### src/sv/edf_pkg.sv
`timescale 1ns / 1ps

package edf_pkg;

  localparam int QUEUE_DEPTH = 64;
  localparam int IDX_W       = $clog2(QUEUE_DEPTH);
  localparam int CNT_W       = $clog2(QUEUE_DEPTH + 1);

  localparam logic [1:0] CMD_ENQ  = 2'd0;
  localparam logic [1:0] CMD_DEQ  = 2'd1;
  localparam logic [1:0] CMD_PICK = 2'd2;
  localparam logic [1:0] CMD_TICK = 2'd3;

  localparam logic [2:0] ST_OK       = 3'd0;
  localparam logic [2:0] ST_EMPTY    = 3'd1;
  localparam logic [2:0] ST_FULL     = 3'd2;
  localparam logic [2:0] ST_RUN_MISS = 3'd3;
  localparam logic [2:0] ST_Q_MISS   = 3'd4;

  typedef struct packed {
    logic [7:0]  id;
    logic [15:0] dl;
    logic        unf;
  } slot_t;

endpackage

### src/sv/edf_deadline_scheduler.sv
`timescale 1ns / 1ps
// Enqueue, and pick/dequeue/tick on an empty queue: word out the cycle after accept.
// Pick and tick walk all queued entries through one memory read port; dequeue
// then adds a shift pass that moves each entry above the removed slot down one.
// One word in flight at a time; in_ready drops until the result is taken.
// Synchronous reset empties the queue and clears control; slot memory is not cleared.
module edf_deadline_scheduler import edf_pkg::*; (
  input  logic             clk,
  input  logic             rst,
  input  logic             in_valid,
  output logic             in_ready,
  input  logic [1:0]       cmd,
  input  logic [7:0]       proc_id,
  input  logic             is_rt,
  input  logic [15:0]      deadline,
  input  logic [15:0]      run_count,
  input  logic [15:0]      job_len,
  input  logic [15:0]      period_len,
  output logic             out_valid,
  input  logic             out_ready,
  output logic [7:0]       picked_id,
  output logic [15:0]      new_deadline,
  output logic [15:0]      new_run_count,
  output logic             resched,
  output logic [2:0]       status,
  output logic [CNT_W-1:0] queue_count
);

  localparam logic [1:0] S_IDLE  = 2'd0;
  localparam logic [1:0] S_SCAN  = 2'd1;
  localparam logic [1:0] S_SHIFT = 2'd2;

  slot_t             mem [QUEUE_DEPTH];
  slot_t             rd_data;
  logic [1:0]        state;
  logic [1:0]        op;
  logic [CNT_W-1:0]  count;
  logic [CNT_W-1:0]  iss;
  logic              rd_vld;
  logic [IDX_W-1:0]  rd_idx;
  logic [15:0]       best_dl;
  logic [IDX_W-1:0]  best_idx;
  logic [7:0]        best_id;
  logic              qmiss;
  logic [15:0]       t_nd;
  logic [15:0]       t_nc;
  logic              t_rs;
  logic              t_rmiss;

  logic              accept;
  logic              re;
  logic              we;
  logic [IDX_W-1:0]  waddr;
  slot_t             wdata;
  logic [15:0]       aged;
  logic              aged_miss;
  logic [15:0]       cmp_val;
  logic [15:0]       nd1;
  logic [15:0]       nc1;
  logic              rmiss1;
  logic [16:0]       sum;
  logic [15:0]       tk_nd;
  logic [15:0]       tk_nc;
  logic              tk_rs;
  logic              tk_rmiss;

  assign in_ready = (state == S_IDLE) && !out_valid;
  assign accept   = in_valid && in_ready;
  assign re       = ((state == S_SCAN) || (state == S_SHIFT)) && (iss < count);

  // age one queued deadline
  always_comb begin
    aged      = (rd_data.dl == 16'd0) ? 16'd0 : rd_data.dl - 16'd1;
    aged_miss = (rd_data.dl == 16'd0) || ((aged == 16'd0) && rd_data.unf);
    cmp_val   = (op == CMD_TICK) ? aged : rd_data.dl;
  end

  // running task update
  always_comb begin
    nd1    = deadline;
    nc1    = run_count;
    rmiss1 = 1'b0;
    tk_rs  = !is_rt;
    if (is_rt && (run_count < job_len)) begin
      nc1 = run_count + 16'd1;
      if (deadline == 16'd0) begin
        rmiss1 = 1'b1;
      end else begin
        nd1 = deadline - 16'd1;
      end
    end
    if (is_rt && (nd1 == 16'd0) && (nc1 < job_len)) begin
      rmiss1 = 1'b1;
    end
    sum   = {1'b0, nd1} + {1'b0, period_len};
    tk_nd = nd1;
    tk_nc = nc1;
    if (is_rt && (nc1 == job_len)) begin
      tk_rs = 1'b1;
      tk_nc = 16'd0;
      tk_nd = sum[16] ? 16'hFFFF : sum[15:0];
    end
    tk_rmiss = rmiss1;
  end

  always_comb begin
    we    = 1'b0;
    waddr = count[IDX_W-1:0];
    wdata = '{id: proc_id, dl: deadline, unf: (run_count < job_len)};
    if (accept && (cmd == CMD_ENQ) && (count < CNT_W'(QUEUE_DEPTH))) begin
      we = 1'b1;
    end else if ((state == S_SCAN) && rd_vld && (op == CMD_TICK)) begin
      we    = 1'b1;
      waddr = rd_idx;
      wdata = '{id: rd_data.id, dl: aged, unf: rd_data.unf};
    end else if ((state == S_SHIFT) && rd_vld) begin
      we    = 1'b1;
      waddr = rd_idx - IDX_W'(1);
      wdata = rd_data;
    end
  end

  always_ff @(posedge clk) begin
    if (we) begin
      mem[waddr] <= wdata;
    end
    if (re) begin
      rd_data <= mem[iss[IDX_W-1:0]];
    end
  end

  always_ff @(posedge clk) begin
    if (rst) begin
      state     <= S_IDLE;
      out_valid <= 1'b0;
      count     <= '0;
      rd_vld    <= 1'b0;
    end else begin
      if (out_valid && out_ready) begin
        out_valid <= 1'b0;
      end
      unique case (state)
        S_IDLE: begin
          if (accept) begin
            op            <= cmd;
            picked_id     <= 8'd0;
            new_deadline  <= 16'd0;
            new_run_count <= 16'd0;
            resched       <= 1'b0;
            status        <= ST_OK;
            queue_count   <= count;
            iss           <= '0;
            qmiss         <= 1'b0;
            t_nd          <= tk_nd;
            t_nc          <= tk_nc;
            t_rs          <= tk_rs;
            t_rmiss       <= tk_rmiss;
            unique case (cmd)
              CMD_ENQ: begin
                out_valid <= 1'b1;
                if (count < CNT_W'(QUEUE_DEPTH)) begin
                  count       <= count + CNT_W'(1);
                  queue_count <= count + CNT_W'(1);
                end else begin
                  status <= ST_FULL;
                end
              end
              CMD_DEQ, CMD_PICK: begin
                if (count == '0) begin
                  status    <= ST_EMPTY;
                  out_valid <= 1'b1;
                end else begin
                  state <= S_SCAN;
                end
              end
              CMD_TICK: begin
                if (count == '0) begin
                  new_deadline  <= tk_nd;
                  new_run_count <= tk_nc;
                  resched       <= tk_rs;
                  status        <= tk_rmiss ? ST_RUN_MISS : ST_OK;
                  out_valid     <= 1'b1;
                end else begin
                  state <= S_SCAN;
                end
              end
              default: ;
            endcase
          end
        end
        S_SCAN: begin
          if (re) begin
            iss <= iss + CNT_W'(1);
          end
          rd_vld <= re;
          rd_idx <= iss[IDX_W-1:0];
          if (rd_vld) begin
            if ((rd_idx == '0) || (cmp_val < best_dl)) begin
              best_dl  <= cmp_val;
              best_idx <= rd_idx;
              best_id  <= rd_data.id;
            end
            if ((op == CMD_TICK) && aged_miss) begin
              qmiss <= 1'b1;
            end
          end
          if (!re && !rd_vld) begin
            if (op == CMD_TICK) begin
              new_deadline  <= t_nd;
              new_run_count <= t_nc;
              resched       <= t_rs || (best_dl < t_nd);
              status        <= t_rmiss ? ST_RUN_MISS : (qmiss ? ST_Q_MISS : ST_OK);
              out_valid     <= 1'b1;
              state         <= S_IDLE;
            end else if (op == CMD_PICK) begin
              picked_id <= best_id;
              out_valid <= 1'b1;
              state     <= S_IDLE;
            end else begin
              // close the gap above the removed slot
              iss   <= CNT_W'(best_idx) + CNT_W'(1);
              state <= S_SHIFT;
            end
          end
        end
        S_SHIFT: begin
          if (re) begin
            iss <= iss + CNT_W'(1);
          end
          rd_vld <= re;
          rd_idx <= iss[IDX_W-1:0];
          if (!re && !rd_vld) begin
            count       <= count - CNT_W'(1);
            queue_count <= count - CNT_W'(1);
            picked_id   <= best_id;
            out_valid   <= 1'b1;
            state       <= S_IDLE;
          end
        end
        default: begin
          state <= S_IDLE;
        end
      endcase
    end
  end

endmodule
### config.mk
export PLATFORM = sky130hd
export DESIGN_NAME = edf_deadline_scheduler
export DESIGN_NICKNAME = d
export VERILOG_FILES = /design/src/sv/edf_pkg.sv /design/src/sv/edf_deadline_scheduler.sv
export SDC_FILE = /design/constraint.sdc
export NUM_CORES = 2
export LEC_CHECK = 0
export BUFFER_PORTS_ARGS = -buffer_cell sky130_fd_sc_hd__buf_2
export CORE_MARGIN = 4
export CORE_UTILIZATION = 55
export DETAILED_ROUTE_END_ITERATION = 8
export PLACE_DENSITY_LB_ADDON = 0.1
export RECOVER_POWER = 50
export SKIP_CTS_REPAIR_TIMING = 1
export SYNTH_ARGS = -nofsm -noshare
export SYNTH_HDL_FRONTEND = slang
export SYNTH_SLANG_ARGS = --single-unit
### constraint.sdc
create_clock -name clk -period 11.75 [get_ports clk]
set_input_delay 2.35 -clock clk [delete_from_list [all_inputs] [get_ports clk]]
set_output_delay 2.35 -clock clk [all_outputs]
set_load 0.02 [all_outputs]
Word level (Yosys, flattened, before mapping) --
Memory sizes are Yosys's and may differ from the RTL's. A register that Yosys moved wholly into a read port is not among the register bits. Cells that the tools add are included.
Storage, ports and cells: logic and storage cells 194, memories kept 1, output and inout port bits 53, flip-flop bits (word level) 142, memory bits (writable) 1600, bits of input ports 79
Memory list:
- mem | depth 64, width 25, read ports 1, clocked after Yosys merged registers in 1, write ports 1, RTL line edf_deadline_scheduler.sv:33 | slot_t mem [QUEUE_DEPTH];
Operators by class: $add $sub $neg 9, muxes and demuxes 90, reductions and logical operators 48, order comparisons 6, equality and inequality tests 18, bitwise logic cells 1
Operators by type and width (count):
- 2-to-1 mux 16 bit | 18
- 2-to-1 mux 25 bit | 3
- zero test 16 bit | 4
- < comparator 16 bit | 4
- one-hot mux 16 bit (2 select lines) | 2
- 2-to-1 mux 7 bit | 9
- 2-to-1 mux 8 bit | 5
- subtractor 16 x 1 -> 16 bit (second input constant) | 2
- 2-to-1 mux 1 bit | 25
- one-hot mux 8 bit (3 select lines) | 1
- one-hot mux 7 bit (3 select lines) | 1
- 2-to-1 mux 2 bit | 10
- 2-to-1 mux 6 bit | 3
- adder 16 x 16 -> 17 bit | 1
- adder 16 x 1 -> 16 bit (second input constant) | 1
- == test 16 bit | 1
- logical AND 1 bit | 16
- 2-to-1 mux 3 bit | 5
- AND reduction 5 bit | 3
- adder 7 x 1 -> 7 bit (second input constant) | 2
- one-hot mux 7 bit (2 select lines) | 1
- == test 2 bit (second input constant) | 5
- != test 2 x 1 -> 1 bit (second input constant) | 5
- != test 2 bit (second input constant) | 5
- other kinds (25) | 40

Longest topological paths before layout --
depth after elaboration 12, mapped depth 24, gate-level depth less buffers 21

Worst setup path before layout --
No wires, ideal clock.
path kind input -> register, start point in cmd[0], end point mem mem[0][0] in the netlist's numbering (data pin), path slack 4.610 ns, stages 9, buffers on the path 3, arrival 6.420 ns, required time 11.030 ns, path through inv_1 ha_1 nand2_1 nor2_1 a21oi_1 clkbuf_1 clkbuf_1 clkbuf_1 o31ai_1
RTL lines:
- start, declared | RTL line edf_deadline_scheduler.sv:12 | input logic [1:0] cmd,
- end, declared | RTL line edf_deadline_scheduler.sv:33

Worst setup path after layout --
start point reg iss[3], end point reg, netlist name rd_data[16]
On the way: cells in the longest elaborated chain, start to end 2
RTL lines:
- start, declared | RTL line edf_deadline_scheduler.sv:38 | logic [CNT_W-1:0] iss;
- start signal, assigned | RTL line edf_deadline_scheduler.sv:193 | iss <= iss + CNT_W'(1);
- start signal, assigned | RTL line edf_deadline_scheduler.sv:221 | iss <= CNT_W'(best_idx) + CNT_W'(1);
- start signal, assigned | RTL line edf_deadline_scheduler.sv:228 | iss <= iss + CNT_W'(1);
- < comparator 7 bit | RTL line edf_deadline_scheduler.sv:69 | assign re = ((state == S_SCAN) || (state == S_SHIFT)) && (iss < count);
- logical AND 1 bit | RTL line edf_deadline_scheduler.sv:69
Several ways; a longest one is shown, not always the timed one. A chain may end at the register's enable or synchronous reset.

==> impl_metrics.yaml <==
status:
  status: "finished with violations"
  violations: "capacitance limit, slew limit"
detailed_routing:
  drt_drc_violations_left: 0
  wl_um: 170000
  via_count: 35800
  first_pass_iters: 5
  drt-vias-per-instance: 6.36
  wl_per_cell_um: 30.2
  antenna_left: 0
  drt_iter0_drc: 3807
final_layout:
  areaGrowthSynthToFinish_pct: 12.3
  nFillCells: 9053
  final_layout_size_suffix_gt1_share_pct: 26.3
  mostFrequentLayoutCells: "edfxtp_1, mux4_2, clkbuf_16, clkbuf_1, nor2_1"
  final_common_cell: "edfxtp_1"
  nets: 3922
  utilization_pct: 62.3
  antenna_cells: 0
  finalInstanceArea_mm2: 0.0809
worst_setup_path:
  critPathMaxFanout: 73
  reg2reg_slack_ns: 2.70
  critPathLaunchType: "register"
  worstSetupPathType: "reg -> reg"
  crit_path_end_kind: "register"
  cp_data_required_time_ns: 12.26
  arrival_ns: 9.55
sta:
  tns_ns: 0
  rsz0062_at_grt: "false"
  tightest_slew_ns: 8.14
  fin_ws_ns: 2.70
  setup_viol: 0
  period_minus_slack_ns: 9.05
  hold_viol: 0
  fin_crit_sh_pct: 77.0
  drv_slew: 2003
  clock_skew_ns: 0.0223
  fmax_ghz: 0.111
  slew-limit-headroom_pct: -442
synth:
  syn_area_per_cell_um2: 20.6
  netlist_area_mm2: 0.0720
  synth-seq-cells: 1767
  synth_ff_type: "edfxtp_1"
  synth_cells: 3502
  ys_seq_area_share_pct: 73.6
  synth_edf_count: 1756
  async_flop_share_pct: 0
  ys_warn_count: 0
  synth_cell_types: 79
  synthesis.nets: 3682
global_routing:
  antenna_found_initial: 3
  grt_overflow_total: 0
  grt_max_degree: 138
  grt_pass1_wl_um: 250000
  grt_pass1_vias: 36700
  grtUsageTotal_pct: 25.3
min_path:
  hp-class: "reg -> reg"
pwr:
  power_switching_uw: 3410
  leakage_uw: 0.0255
  clock_power_share_pct: 38.1
  p_total_uw: 14400
  p_seq_share_pct: 49.5
  swShare_pct: 23.6
  p_int_uw: 11000
  power_density_mw_per_mm2: 178
  vdd_drop_max_mv: 0.158
  pwr-share-comb_pct: 12.4
flow_run:
  drv_cap: 34
floorplan:
  die_area_mm2: 0.137
  start_util_pct: 55.5
  io-pin-count: 132
  num_rows: 132
  die_height_um: 370
  die_x_um: 370
  core_area_mm2: 0.130
cts:
  cts_tree: "done"
  clk_pin_slew_worst_paths_ns: 0.06
  h-tree-depth: 4
  cts_buffers: 174
  cts_buffer_depth: 3
  cts_root_buf: "clkbuf_16"
  clock_latency_ns: 0.80
  cts.sinks: 1767
place:
  finalWeightedCongestion: 0.884
  dp_slack_ns: 3.38
  dp_hpwl_um: 102000
  port_buffers: 131
  place_area_mm2: 0.0754
-- metal layers --
layer | track usage [%] | wire (um) | up-vias
met5 | 0 | 0 | -
met4 | 6.23 | 3520 | 0
met3 | 4.55 | 11400 | 249
met2 | 41.6 | 85200 | 1317
met1 | 35.7 | 69800 | 19100
li1 | - | - | 15100
-- cell usage after synthesis, drive strengths merged (21+ instances only) --
| cell | count | share of area (%) |
|---|---|---|
| nor3 | 22 | 0.15 |
| xnor2 | 40 | 0.49 |
| nor4 | 21 | 0.21 |
| ha | 100 | 1.7 |
| a21oi | 65 | 0.46 |
| buf | 39 | 0.23 |
| nand4 | 24 | 0.21 |
| edfxtp | 1756 | 73 |
| nand2 | 100 | 0.52 |
| clkbuf | 138 | 0.74 |
| xor2 | 27 | 0.33 |
| nor2 | 179 | 0.93 |
| inv | 96 | 0.50 |
| o21ai | 75 | 0.52 |
| nand3 | 25 | 0.17 |
| mux4 | 525 | 16 |
-- final cells by class --
class	count	area, um^2	share of cell area [%]
inverters	96	360	0.446
repair buffers	241	1360	1.69
flip-flops and latches	1767	53000	65.5
multi-input cells	1462	18400	22.7
well taps	1742	2180	2.70
clock inverters	92	1100	1.36
clock buffers	221	4530	5.60
-- power by group through the flow --
stage               Combinational, uW  Clock (uW)  Sequential [uW]
global route                     1930        5890             7140
finish                           1790        5490             7140
detailed placement               1800           0             7250
global placement                 1780           0             7250
CTS                              1810        5600             7120
floorplan                        1190           0             7270
-- final timing paths --
check | from | endpoint | depth (start not counted)
worst max register to register | iss[3] | rd_data[16] | 4
worst max-delay path | iss[3] | rd_data[16] | 4
worst min-delay path | rd_data[19] | best_id[2] | 0
worst min register to register | rd_data[19] | best_id[2] | 0
-- per-stage QoR --
stage	hold slack, ns	cells
2_1_floorplan	0.420	3502
3_3_place_gp	0.442	5308
3_5_place_dp	0.438	5308
4_1_cts	0.453	5621
5_1_grt	0.451	5621
6_report	0.448	5621
-- sequential cells by signal, summed over array words and instances (netlist names) --
name / cells
best_dl: 16
best_id: 8
best_idx: 6
count: 7
iss: 7
mem: 1600
new_deadline: 16
new_run_count: 16
op: 2
out_valid: 1
picked_id: 8
qmiss: 1
queue_count: 7
rd_data: 25
rd_idx: 6
rd_vld: 1
resched: 1
state: 2
status: 3
t_nc: 16
t_nd: 16
t_rmiss: 1
t_rs: 1
-- cell families (layout without fill, tap and decap cells) --
group	after synthesis	in the layout	synth area share (%)
AO/OA/AOI/OAI	284	284	2.58
XOR/XNOR	67	67	0.815
adder cells (fa/ha/maj)	101	101	1.77
buffers and inverters	273	650	1.47
flip-flops	1767	1767	73.6
multiplexers	539	539	16.6
AND/OR/NAND/NOR	471	471	3.18
-- worst max-delay path, cell delays in order, from the launching register on --
cell      delay [ns]
edfxtp_1        0.34
clkbuf_1        5.60
buf_4           1.35
mux4_2          0.71
mux4_2          0.57
Note: power is estimated with default switching activity, not from simulation.
